**config.mk**
```make
export PLATFORM = sky130hd
export DESIGN_NAME = camera_exposure_gain_regulator
export DESIGN_NICKNAME = d
export VERILOG_FILES = /design/src/rtl/ceg_pkg.sv /design/src/rtl/ceg_window.sv /design/src/rtl/ceg_regulator.sv /design/src/rtl/camera_exposure_gain_regulator.sv
export VERILOG_INCLUDE_DIRS = /design/src /design/src/rtl
export SDC_FILE = /design/constraint.sdc
export NUM_CORES = 1
export LEC_CHECK = 0
export BUFFER_PORTS_ARGS = -buffer_cell sky130_fd_sc_hd__buf_2
export CAP_MARGIN = 20
export CELL_PAD_IN_SITES_DETAIL_PLACEMENT = 1
export CELL_PAD_IN_SITES_GLOBAL_PLACEMENT = 2
export CORE_UTILIZATION = 38
export DETAILED_ROUTE_END_ITERATION = 7
export PLACE_DENSITY_LB_ADDON = 0.2
export SYNTH_ARGS = -nofsm -noshare
export SYNTH_HDL_FRONTEND = slang
export SYNTH_HIERARCHICAL = 1
export SYNTH_SLANG_ARGS = --single-unit
```
**constraint.sdc**
```tcl
create_clock -name clock -period 8.1 [get_ports clock]
set_input_delay 0.81 -clock clock [delete_from_list [all_inputs] [get_ports clock]]
set_output_delay 0.81 -clock clock [all_outputs]
set_load 0.03 [all_outputs]
```
**src/rtl/camera_exposure_gain_regulator_defines.svh**
```systemverilog
// Assertion macros used by the regulator RTL.
`ifndef CAMERA_EXPOSURE_GAIN_REGULATOR_DEFINES_SVH
`define CAMERA_EXPOSURE_GAIN_REGULATOR_DEFINES_SVH

// Same-cycle implication, checked outside reset.
`define CEG_ASSERT_SAME(label, clk, rst, ante, cons) \
   label: assert property (@(posedge clk) disable iff (rst) (ante) |-> (cons)) \
      else $error("ceg assertion failed");

// Next-cycle implication, checked outside reset.
`define CEG_ASSERT_NEXT(label, clk, rst, ante, cons) \
   label: assert property (@(posedge clk) disable iff (rst) (ante) |=> (cons)) \
      else $error("ceg assertion failed");

`endif

```
**src/rtl/ceg_pkg.sv**
```systemverilog
`timescale 1ns / 1ps

package ceg_pkg;

   localparam int WINDOW_DEPTH_DEFAULT = 10;
   localparam int EXPOSURE_STEP        = 10;
   localparam int GAIN_STEP            = 5;

   localparam int BRIGHT_W   = 8;
   localparam int EXPOSURE_W = 12;
   localparam int GAIN_W     = 8;
   localparam int TIME_W     = 32;
   localparam int INTERVAL_W = 16;
   localparam int CSR_DATA_W = 16;
   localparam int CSR_IDX_W  = 3;

   localparam logic [BRIGHT_W-1:0]   WINDOW_FILL    = 8'd200;
   localparam logic [EXPOSURE_W-1:0] EXPOSURE_RESET = 12'd50;
   localparam logic [GAIN_W-1:0]     GAIN_RESET     = 8'd70;

   typedef enum logic [CSR_IDX_W-1:0] {
      CSR_MIN_BRIGHTNESS  = 3'd0,
      CSR_MAX_BRIGHTNESS  = 3'd1,
      CSR_HYSTERESIS      = 3'd2,
      CSR_EXPOSURE_MIN    = 3'd3,
      CSR_EXPOSURE_MAX    = 3'd4,
      CSR_GAIN_MIN        = 3'd5,
      CSR_GAIN_MAX        = 3'd6,
      CSR_UPDATE_INTERVAL = 3'd7
   } csr_index_type;

   typedef struct packed {
      logic [BRIGHT_W-1:0]   min_brightness;
      logic [BRIGHT_W-1:0]   max_brightness;
      logic [BRIGHT_W-1:0]   hysteresis;
      logic [EXPOSURE_W-1:0] exposure_min;
      logic [EXPOSURE_W-1:0] exposure_max;
      logic [GAIN_W-1:0]     gain_min;
      logic [GAIN_W-1:0]     gain_max;
      logic [INTERVAL_W-1:0] update_interval;
   } cfg_type;

   typedef struct packed {
      logic [BRIGHT_W-1:0]   average_brightness;
      logic                  gave_up_to_auto;
      logic                  auto_exposure;
      logic [GAIN_W-1:0]     gain;
      logic [EXPOSURE_W-1:0] exposure;
   } result_type;

endpackage

```
**src/rtl/ceg_window.sv**
```systemverilog
`timescale 1ns / 1ps

module ceg_window
   import ceg_pkg::*;
#(
   parameter int WINDOW_DEPTH = WINDOW_DEPTH_DEFAULT
) (
   input  logic                clock,
   input  logic                reset,
   input  logic                push,
   input  logic [BRIGHT_W-1:0] brightness,
   output logic [BRIGHT_W-1:0] average
);

   localparam int HEAD_W = (WINDOW_DEPTH > 1) ? $clog2(WINDOW_DEPTH) : 1;
   localparam int SUM_W  = $clog2(255 * WINDOW_DEPTH + 1);
   // Reciprocal multiply: exact truncated quotient for every SUM_W-bit sum.
   localparam int DIV_L  = $clog2(WINDOW_DEPTH);
   localparam int DIV_S  = SUM_W + DIV_L;
   localparam int DIV_M  = ((1 << DIV_S) + WINDOW_DEPTH - 1) / WINDOW_DEPTH;
   localparam int PROD_W = 2 * SUM_W + 1;
   localparam logic [HEAD_W-1:0] HEAD_LAST = HEAD_W'(WINDOW_DEPTH - 1);

   logic [BRIGHT_W-1:0] win_ff [WINDOW_DEPTH];
   logic [HEAD_W-1:0]   head_ff, head_in;
   logic [SUM_W-1:0]    sum_ff, sum_in;
   logic [BRIGHT_W-1:0] avg_ff, avg_in;
   logic [PROD_W-1:0]   prod;

   always_comb begin
      head_in = (head_ff == HEAD_LAST) ? '0 : head_ff + 1'b1;
      sum_in  = sum_ff - SUM_W'(win_ff[head_ff]) + SUM_W'(brightness);
      prod    = PROD_W'(sum_in) * PROD_W'(DIV_M);
      avg_in  = BRIGHT_W'(prod >> DIV_S);
   end

   always_ff @(posedge clock) begin
      if (reset) begin
         for (int i = 0; i < WINDOW_DEPTH; i++) begin
            win_ff[i] <= WINDOW_FILL;
         end
         head_ff <= '0;
         sum_ff  <= SUM_W'(200 * WINDOW_DEPTH);
      end else if (push) begin
         win_ff[head_ff] <= brightness;
         head_ff         <= head_in;
         sum_ff          <= sum_in;
      end
   end

   always_ff @(posedge clock) begin
      if (push) begin
         avg_ff <= avg_in;
      end
   end

   assign average = avg_ff;

endmodule

```
**src/rtl/ceg_regulator.sv**
```systemverilog
`timescale 1ns / 1ps
`include "camera_exposure_gain_regulator_defines.svh"

module ceg_regulator
   import ceg_pkg::*;
(
   input  logic                clock,
   input  logic                reset,
   input  cfg_type             cfg,
   input  logic                step,
   input  logic [TIME_W-1:0]   frame_time,
   input  logic [BRIGHT_W-1:0] average,
   output result_type          result
);

   logic [EXPOSURE_W-1:0] exposure_ff, exposure_in;
   logic [GAIN_W-1:0]     gain_ff, gain_in;
   logic                  auto_ff, auto_in;
   logic                  latched_ff, latched_in;
   logic                  dark_ff, dark_in;
   logic [TIME_W-1:0]     last_ff, last_in;
   logic [BRIGHT_W-1:0]   avg_ff;

   logic [TIME_W-1:0]     elapsed;
   logic                  due;
   logic [BRIGHT_W:0]     dark_thr, bright_thr;
   logic                  too_dark, too_bright;
   logic signed [14:0]    exp_up;
   logic signed [13:0]    exp_dn;
   logic [GAIN_W+1:0]     gain_up;
   logic signed [GAIN_W+1:0] gain_dn;
   logic [EXPOSURE_W-1:0] exp_up_sat, exp_dn_sat;
   logic [GAIN_W-1:0]     gain_up_sat, gain_dn_sat;

   always_comb begin
      // Backward timestamps read as negative and never trigger.
      elapsed = frame_time - last_ff;
      due     = !elapsed[TIME_W-1] && (elapsed > TIME_W'(cfg.update_interval));

      dark_thr   = {1'b0, cfg.min_brightness}
                 + (dark_ff ? {1'b0, cfg.hysteresis} : '0);
      bright_thr = {1'b0, cfg.max_brightness}
                 + (dark_ff ? '0 : {1'b0, cfg.hysteresis});
      too_dark   = {1'b0, average} < dark_thr;
      too_bright = {1'b0, average} > bright_thr;

      exp_up = $signed({3'b000, exposure_ff}) + $signed(15'(EXPOSURE_STEP))
             + $signed({7'b0, cfg.min_brightness}) - $signed({7'b0, average});
      if (exp_up > $signed({3'b000, cfg.exposure_max})) begin
         exp_up_sat = cfg.exposure_max;
      end else if (exp_up < 0) begin
         exp_up_sat = '0;
      end else begin
         exp_up_sat = exp_up[EXPOSURE_W-1:0];
      end

      exp_dn = $signed({2'b00, exposure_ff}) - $signed(14'(EXPOSURE_STEP));
      if (exp_dn < $signed({2'b00, cfg.exposure_min})) begin
         exp_dn_sat = cfg.exposure_min;
      end else begin
         exp_dn_sat = exp_dn[EXPOSURE_W-1:0];
      end

      gain_up = {2'b00, gain_ff} + (GAIN_W+2)'(GAIN_STEP);
      if (gain_up > {2'b00, cfg.gain_max}) begin
         gain_up_sat = cfg.gain_max;
      end else begin
         gain_up_sat = gain_up[GAIN_W-1:0];
      end

      gain_dn = $signed({2'b00, gain_ff}) - $signed((GAIN_W+2)'(GAIN_STEP));
      if (gain_dn < $signed({2'b00, cfg.gain_min})) begin
         gain_dn_sat = cfg.gain_min;
      end else begin
         gain_dn_sat = gain_dn[GAIN_W-1:0];
      end
   end

   always_comb begin
      exposure_in = exposure_ff;
      gain_in     = gain_ff;
      auto_in     = auto_ff;
      latched_in  = latched_ff;
      dark_in     = dark_ff;
      last_in     = last_ff;
      if (due) begin
         last_in = frame_time;
         if (auto_ff) begin
            // Leave auto only when not latched, exposure is above exposure_max and the scene is bright.
            if (!latched_ff && (exposure_ff > cfg.exposure_max)
                  && (average > cfg.max_brightness)) begin
               auto_in     = 1'b0;
               exposure_in = cfg.exposure_max;
               gain_in     = cfg.gain_min;
            end
         end else if (too_dark) begin
            dark_in = 1'b1;
            if (exposure_ff < cfg.exposure_max) begin
               exposure_in = exp_up_sat;
            end else if (gain_ff < cfg.gain_max) begin
               gain_in = gain_up_sat;
            end else begin
               auto_in    = 1'b1;
               latched_in = 1'b1;
            end
         end else if (too_bright) begin
            dark_in = 1'b0;
            if (gain_ff > cfg.gain_min) begin
               gain_in = gain_dn_sat;
            end else if (exposure_ff > cfg.exposure_min) begin
               exposure_in = exp_dn_sat;
            end
         end
      end
   end

   always_ff @(posedge clock) begin
      if (reset) begin
         exposure_ff <= EXPOSURE_RESET;
         gain_ff     <= GAIN_RESET;
         auto_ff     <= 1'b1;
         latched_ff  <= 1'b0;
         dark_ff     <= 1'b0;
         last_ff     <= '0;
      end else if (step) begin
         exposure_ff <= exposure_in;
         gain_ff     <= gain_in;
         auto_ff     <= auto_in;
         latched_ff  <= latched_in;
         dark_ff     <= dark_in;
         last_ff     <= last_in;
      end
   end

   always_ff @(posedge clock) begin
      if (step) begin
         avg_ff <= average;
      end
   end

   assign result.exposure           = exposure_ff;
   assign result.gain               = gain_ff;
   assign result.auto_exposure      = auto_ff;
   assign result.gave_up_to_auto    = latched_ff;
   assign result.average_brightness = avg_ff;

   `CEG_ASSERT_SAME(a_latched_is_auto, clock, reset, latched_ff, auto_ff)
   `CEG_ASSERT_NEXT(a_latch_holds, clock, reset, latched_ff, latched_ff)
   `CEG_ASSERT_NEXT(a_hold_without_step, clock, reset, !step, $stable(exposure_ff) && $stable(gain_ff) && $stable(auto_ff))

endmodule

```
**src/rtl/camera_exposure_gain_regulator.sv**
```systemverilog
`timescale 1ns / 1ps

// Exposure and gain regulator for one camera. Each req beat is one frame
// (timestamp and measured field brightness); each one yields exactly one rsp
// beat with the current exposure, gain, mode flags and the window average.
// The block takes one frame per clock unless rsp backpressure holds it, and
// registers its result through the brightness window stage (running sum and
// constant divide), then the regulation stage (threshold compare and saturating
// step). rsp backpressure stalls both stages; a free stage still accepts.
// Configuration writes land at once and should only be made while idle.
module camera_exposure_gain_regulator
   import ceg_pkg::*;
#(
   parameter int WINDOW_DEPTH = WINDOW_DEPTH_DEFAULT
) (
   input  logic                  clock,
   input  logic                  reset,
   input  logic                  req_tvalid,
   output logic                  req_tready,
   input  logic [39:0]           req_tdata,  // frame_time[31:0], brightness[39:32]
   output logic                  rsp_tvalid,
   input  logic                  rsp_tready,
   // exposure[11:0], gain[19:12], auto_exposure[20], gave_up_to_auto[21],
   // average_brightness[29:22], zero pad[31:30]
   output logic [31:0]           rsp_tdata,
   input  logic                  csr_wr_en,
   input  logic [CSR_IDX_W-1:0]  csr_index,
   input  logic [CSR_DATA_W-1:0] csr_wdata
);

   cfg_type             cfg_ff;
   logic                avg_valid_ff, avg_valid_in;
   logic                rsp_valid_ff, rsp_valid_in;
   logic [TIME_W-1:0]   time_ff;
   logic                out_ready, avg_ready;
   logic                push, step;
   logic [BRIGHT_W-1:0] average;
   result_type          result;

   always_ff @(posedge clock) begin
      if (reset) begin
         cfg_ff.min_brightness  <= 8'd100;
         cfg_ff.max_brightness  <= 8'd140;
         cfg_ff.hysteresis      <= 8'd10;
         cfg_ff.exposure_min    <= 12'd1;
         cfg_ff.exposure_max    <= 12'd300;
         cfg_ff.gain_min        <= 8'd0;
         cfg_ff.gain_max        <= 8'd255;
         cfg_ff.update_interval <= 16'd300;
      end else if (csr_wr_en) begin
         case (csr_index_type'(csr_index))
            CSR_MIN_BRIGHTNESS:  cfg_ff.min_brightness  <= csr_wdata[BRIGHT_W-1:0];
            CSR_MAX_BRIGHTNESS:  cfg_ff.max_brightness  <= csr_wdata[BRIGHT_W-1:0];
            CSR_HYSTERESIS:      cfg_ff.hysteresis      <= csr_wdata[BRIGHT_W-1:0];
            CSR_EXPOSURE_MIN:    cfg_ff.exposure_min    <= csr_wdata[EXPOSURE_W-1:0];
            CSR_EXPOSURE_MAX:    cfg_ff.exposure_max    <= csr_wdata[EXPOSURE_W-1:0];
            CSR_GAIN_MIN:        cfg_ff.gain_min        <= csr_wdata[GAIN_W-1:0];
            CSR_GAIN_MAX:        cfg_ff.gain_max        <= csr_wdata[GAIN_W-1:0];
            CSR_UPDATE_INTERVAL: cfg_ff.update_interval <= csr_wdata[INTERVAL_W-1:0];
            default: ;
         endcase
      end
   end

   // A stage takes a beat when it is empty or its beat moves on.
   assign out_ready  = !rsp_valid_ff || rsp_tready;
   assign avg_ready  = !avg_valid_ff || out_ready;
   assign req_tready = avg_ready;
   assign push       = req_tvalid && avg_ready;
   assign step       = avg_valid_ff && out_ready;

   always_comb begin
      avg_valid_in = push ? 1'b1 : (step ? 1'b0 : avg_valid_ff);
      rsp_valid_in = step ? 1'b1 : (rsp_tready ? 1'b0 : rsp_valid_ff);
   end

   always_ff @(posedge clock) begin
      if (reset) begin
         avg_valid_ff <= 1'b0;
         rsp_valid_ff <= 1'b0;
      end else begin
         avg_valid_ff <= avg_valid_in;
         rsp_valid_ff <= rsp_valid_in;
      end
   end

   always_ff @(posedge clock) begin
      if (push) begin
         time_ff <= req_tdata[TIME_W-1:0];
      end
   end

   ceg_window #(
      .WINDOW_DEPTH (WINDOW_DEPTH)
   ) u_window (
      .clock      (clock),
      .reset      (reset),
      .push       (push),
      .brightness (req_tdata[TIME_W+BRIGHT_W-1:TIME_W]),
      .average    (average)
   );

   ceg_regulator u_regulator (
      .clock      (clock),
      .reset      (reset),
      .cfg        (cfg_ff),
      .step       (step),
      .frame_time (time_ff),
      .average    (average),
      .result     (result)
   );

   assign rsp_tvalid = rsp_valid_ff;
   assign rsp_tdata  = {2'b00, result};

endmodule

```
==> summary.json <==
{
  "netlist_instances": {"value": 2378},
  "detailroute.via_count": {"value": 18098},
  "arrival": {"value": 8.17, "unit": "ns"},
  "utilization": {"value": 43.7, "unit": "%"},
  "grt_max_degree": {"value": 79},
  "postPlaceCellArea": {"value": 0.0253, "unit": "sq mm"},
  "finalWirelength": {"value": 71000, "unit": "microns"},
  "drc_errors": {"value": 0},
  "finalMaxSlewViolations": {"value": 0},
  "synth_flop_cell": {"value": "sky130_fd_sc_hd__edfxtp_1"},
  "hold_class": {"value": "in -> reg"},
  "final.period_utilization": {"value": 96.7, "unit": "%"},
  "timing.hold.worst.start": {"value": "req_tdata[30]"},
  "timing.critical_path.fanout_max": {"value": 7},
  "clock_input_transition_at_the_sequential_cells_of_the_worst_setup_and_hold_paths": {"value": 0.06, "unit": "ns"},
  "gpl.final_weighted_congestion": {"value": 0.873},
  "detail_route.first_pass.iterations": {"value": 5},
  "die-area": {"value": 0.0635, "unit": "sq mm"},
  "core_area": {"value": 0.0617, "unit": "sq mm"},
  "post-dp-hpwl": {"value": 54300, "unit": "microns"},
  "synthesis.yosys.warnings": {"value": 6},
  "number_of_enable_type_register_cells_in_the_synthesized_netlist": {"value": 176},
  "pin_count": {"value": 98},
  "netlist_area": {"value": 0.0238, "unit": "sq mm"},
  "timing_hold_violations_final": {"value": 0},
  "detail_route.vias_per_cell": {"value": 5.40},
  "final_period_minus_worst_setup_slack": {"value": 7.84, "unit": "ns"},
  "drive_gt1_share": {"value": 13.0, "unit": "%"},
  "timing.setup.tns": {"value": 0, "unit": "ns"},
  "diodes": {"value": 0},
  "layout.filler_cells": {"value": 6916},
  "design_area": {"value": 0.0269, "unit": "sq mm"},
  "ctsLongestPathBuffers": {"value": 3},
  "outcome": {"value": "finished, final reports clean"},
  "numCtsBuffers": {"value": 40},
  "chipHeight": {"value": 252, "unit": "microns"},
  "track_usage": {"value": 22.2, "unit": "%"},
  "yosys.area_share.xor_xnor": {"value": 2.88, "unit": "%"},
  "floorplan.initialDensity": {"value": 38.5, "unit": "%"},
  "yosysUniqueCellTypes": {"value": 96},
  "layout.nets": {"value": 2894},
  "cp_data_required_time": {"value": 8.43, "unit": "ns"},
  "area_delta_synth_final": {"value": 13.4, "unit": "%"},
  "antenna_found_initial": {"value": 1},
  "end_kind": {"value": "register"},
  "wire_length_per_cell": {"value": 21.2, "unit": "microns"},
  "synth_fa_ha_area_share": {"value": 20.0, "unit": "%"},
  "synth_async_sr_flop_share": {"value": 0, "unit": "%"},
  "die_w": {"value": 252, "unit": "microns"},
  "rows": {"value": 91},
  "via_count_of_the_first_global_routing_pass": {"value": 18846},
  "ys_ff_latch": {"value": 333},
  "ant_nets": {"value": 0},
  "tritoncts": {"value": "done"},
  "cts_htree_levels": {"value": 2},
  "synth_seq_area_share": {"value": 35.5, "unit": "%"},
  "stdcell_count": {"value": 3354},
  "first_iter_violations": {"value": 1057},
  "post_synth_mux_area_share": {"value": 9.53, "unit": "%"},
  "numClockSinks": {"value": 333},
  "cts_hold_repair.buffers": {"value": 0},
  "fin_skew": {"value": 0.0324, "unit": "ns"},
  "clk-insertion-delay-late": {"value": 0.58, "unit": "ns"},
  "unrepaired_setup_endpoints_after_global_routing": {"value": "true"},
  "critPathKind": {"value": "reg -> reg"},
  "finalSetupViolCount": {"value": 0},
  "clock.fmax": {"value": 128, "unit": "MHz"},
  "combinational_family_with_the_most_area_after_synthesis": {"value": "adder cells"},
  "grt_first_pass_wirelength": {"value": 110000, "unit": "microns"},
  "synth_compound_gate_area_share": {"value": 11.6, "unit": "%"},
  "post_synth.cell_area_avg": {"value": 9.99, "unit": "sq um"},
  "timing.critical_path.slowest_cell_delay": {"value": 0.55, "unit": "ns"},
  "timing.critical_path.mode_cell": {"value": "sky130_fd_sc_hd__fa_1"},
  "port-buffer-count": {"value": 95},
  "worstSetupStartpointType": {"value": "register"},
  "slew_headroom": {"value": 24.3, "unit": "%"},
  "max_cap_violations": {"value": 0},
  "grt.overflow.total": {"value": 0},
  "worst_path_max_delay_cell": {"value": "sky130_fd_sc_hd__fa_1"},
  "worstMarginPinSlew": {"value": 1.13, "unit": "ns"},
  "cts_root_buf": {"value": "sky130_fd_sc_hd__clkbuf_16"},
  "synth_simple_gate_area_share": {"value": 14.2, "unit": "%"},
  "dp_cells": {"value": 3271}
}
-- flip-flops by register name, summed over array words and instances, names as in the netlist, 8 cells and up, named ones only --
signal                   count
u_regulator/exposure_ff     12
u_window/win_ff            128
u_window/average             8
u_regulator/last_ff         32
cfg_ff                      80
u_regulator/avg_ff           8
u_regulator/gain_ff          8
time_ff                     32
u_window/sum_ff             12
-- placed cells by master (no fill, tap or decap), types with 25 or more instances in the layout --
cell / count
sky130_fd_sc_hd__a21o_1: 30
sky130_fd_sc_hd__a21oi_1: 97
sky130_fd_sc_hd__buf_2: 94
sky130_fd_sc_hd__buf_4: 56
sky130_fd_sc_hd__clkbuf_16: 41
sky130_fd_sc_hd__dfxtp_1: 156
sky130_fd_sc_hd__edfxtp_1: 176
sky130_fd_sc_hd__fa_1: 55
sky130_fd_sc_hd__ha_1: 283
sky130_fd_sc_hd__inv_1: 272
sky130_fd_sc_hd__mux2i_1: 134
sky130_fd_sc_hd__mux4_2: 40
sky130_fd_sc_hd__nand2_1: 114
sky130_fd_sc_hd__nand2b_1: 97
sky130_fd_sc_hd__nand3_1: 25
sky130_fd_sc_hd__nor2_1: 220
sky130_fd_sc_hd__nor2b_1: 28
sky130_fd_sc_hd__nor3_1: 44
sky130_fd_sc_hd__o21a_1: 26
sky130_fd_sc_hd__o21ai_0: 71
sky130_fd_sc_hd__xnor2_1: 52
-- worst paths after layout --
kind,cells after the start,endpoint,slack (ns)
setup / recovery,29,u_window/average[7],0.26
hold / removal,1,time_ff[30],0.40
setup reg to reg,29,u_window/average[7],0.26
hold reg to reg,2,rsp_tvalid,0.46
-- metal layers --
metal	global-route usage, %	vias to the layer above	wire length (microns)
li1	-	8643	-
met1	30.5	9110	33100
met2	37.8	278	34300
met3	2.41	65	2470
met4	4.71	2	1110
met5	0	-	13
-- worst max-delay path: cells and delay by family (launching register included) --
kind | cells | cell delay [ns]
AO/OA/AOI/OAI | 10 | 2.04
multiplexers | 2 | 0.99
flip-flops | 1 | 0.44
adder cells (fa/ha/maj) | 8 | 3.31
XOR/XNOR | 1 | 0.10
AND/OR/NAND/NOR | 2 | 0.35
buffers and inverters | 6 | 0.33
-- through the flow --
stage / setup WS, ns / hold slack [ns]
2_1_floorplan: 0.0185 / 0.434
3_3_place_gp: 0.0341 / 0.446
3_5_place_dp: -0.234 / 0.456
5_1_grt: -0.0265 / 0.376
4_1_cts: 0.0329 / 0.369
6_report: 0.265 / 0.398
-- timing repair --
item,in CTS,in global routing
setup endpoints to repair,5,5
buffers inserted,0,8
pin swaps,0,26
resized for setup,9,38
-- kinds of logic after synthesis --
kind of cell | after synthesis
simple gates | 668
compound gates | 406
flops | 333
xor+xnor | 78
fa+ha+maj | 346
mux | 176
buf+inv | 370
other cells | 1
-- area by class of cell --
cell class	count	area (sq um)	share of cell area, %
inverters	276	1040	3.85
multi-input cells	1676	14000	52.0
clock inverters	19	263	0.975
well taps	837	1050	3.89
flip-flops and latches	333	8430	31.3
repair buffers	158	1030	3.82
clock buffers	55	1120	4.15
-- cell usage after synthesis (7+ instances only) --
library cell	number	area share (%)
sky130_fd_sc_hd__a221oi_1	10	0.37
sky130_fd_sc_hd__a31oi_1	7	0.18
sky130_fd_sc_hd__a211oi_1	25	0.79
sky130_fd_sc_hd__mux4_2	40	3.8
sky130_fd_sc_hd__or2_2	9	0.24
sky130_fd_sc_hd__nand4_1	21	0.55
sky130_fd_sc_hd__nor4_1	14	0.37
sky130_fd_sc_hd__nor2b_1	29	0.76
sky130_fd_sc_hd__buf_4	9	0.28
sky130_fd_sc_hd__and3_1	8	0.21
sky130_fd_sc_hd__a221o_1	7	0.29
sky130_fd_sc_hd__inv_1	275	4.3
sky130_fd_sc_hd__xnor2_1	52	1.9
sky130_fd_sc_hd__a21oi_1	102	2.1
sky130_fd_sc_hd__nand2_1	114	1.8
sky130_fd_sc_hd__nor3_1	48	1.0
sky130_fd_sc_hd__and2_1	21	0.55
sky130_fd_sc_hd__fa_1	56	4.7
sky130_fd_sc_hd__o211ai_1	19	0.60
sky130_fd_sc_hd__o21bai_1	11	0.35
sky130_fd_sc_hd__a21o_1	30	0.95
sky130_fd_sc_hd__o21a_1	26	0.82
sky130_fd_sc_hd__nand3_1	25	0.53
sky130_fd_sc_hd__clkbuf_1	51	0.81
sky130_fd_sc_hd__nand2b_1	97	2.6
sky130_fd_sc_hd__ha_1	289	15
sky130_fd_sc_hd__a211o_1	11	0.41
sky130_fd_sc_hd__xor2_1	26	0.96
sky130_fd_sc_hd__edfxtp_1	176	22
sky130_fd_sc_hd__or3_1	13	0.34
sky130_fd_sc_hd__nor2_1	221	3.5
sky130_fd_sc_hd__buf_2	27	0.57
sky130_fd_sc_hd__o21ai_0	76	1.6
sky130_fd_sc_hd__mux2i_1	134	5.6
sky130_fd_sc_hd__dfxtp_1	157	13
Power is not shown: default switching activity piles up to over one toggle a cycle in this logic, so the estimate is an artifact.
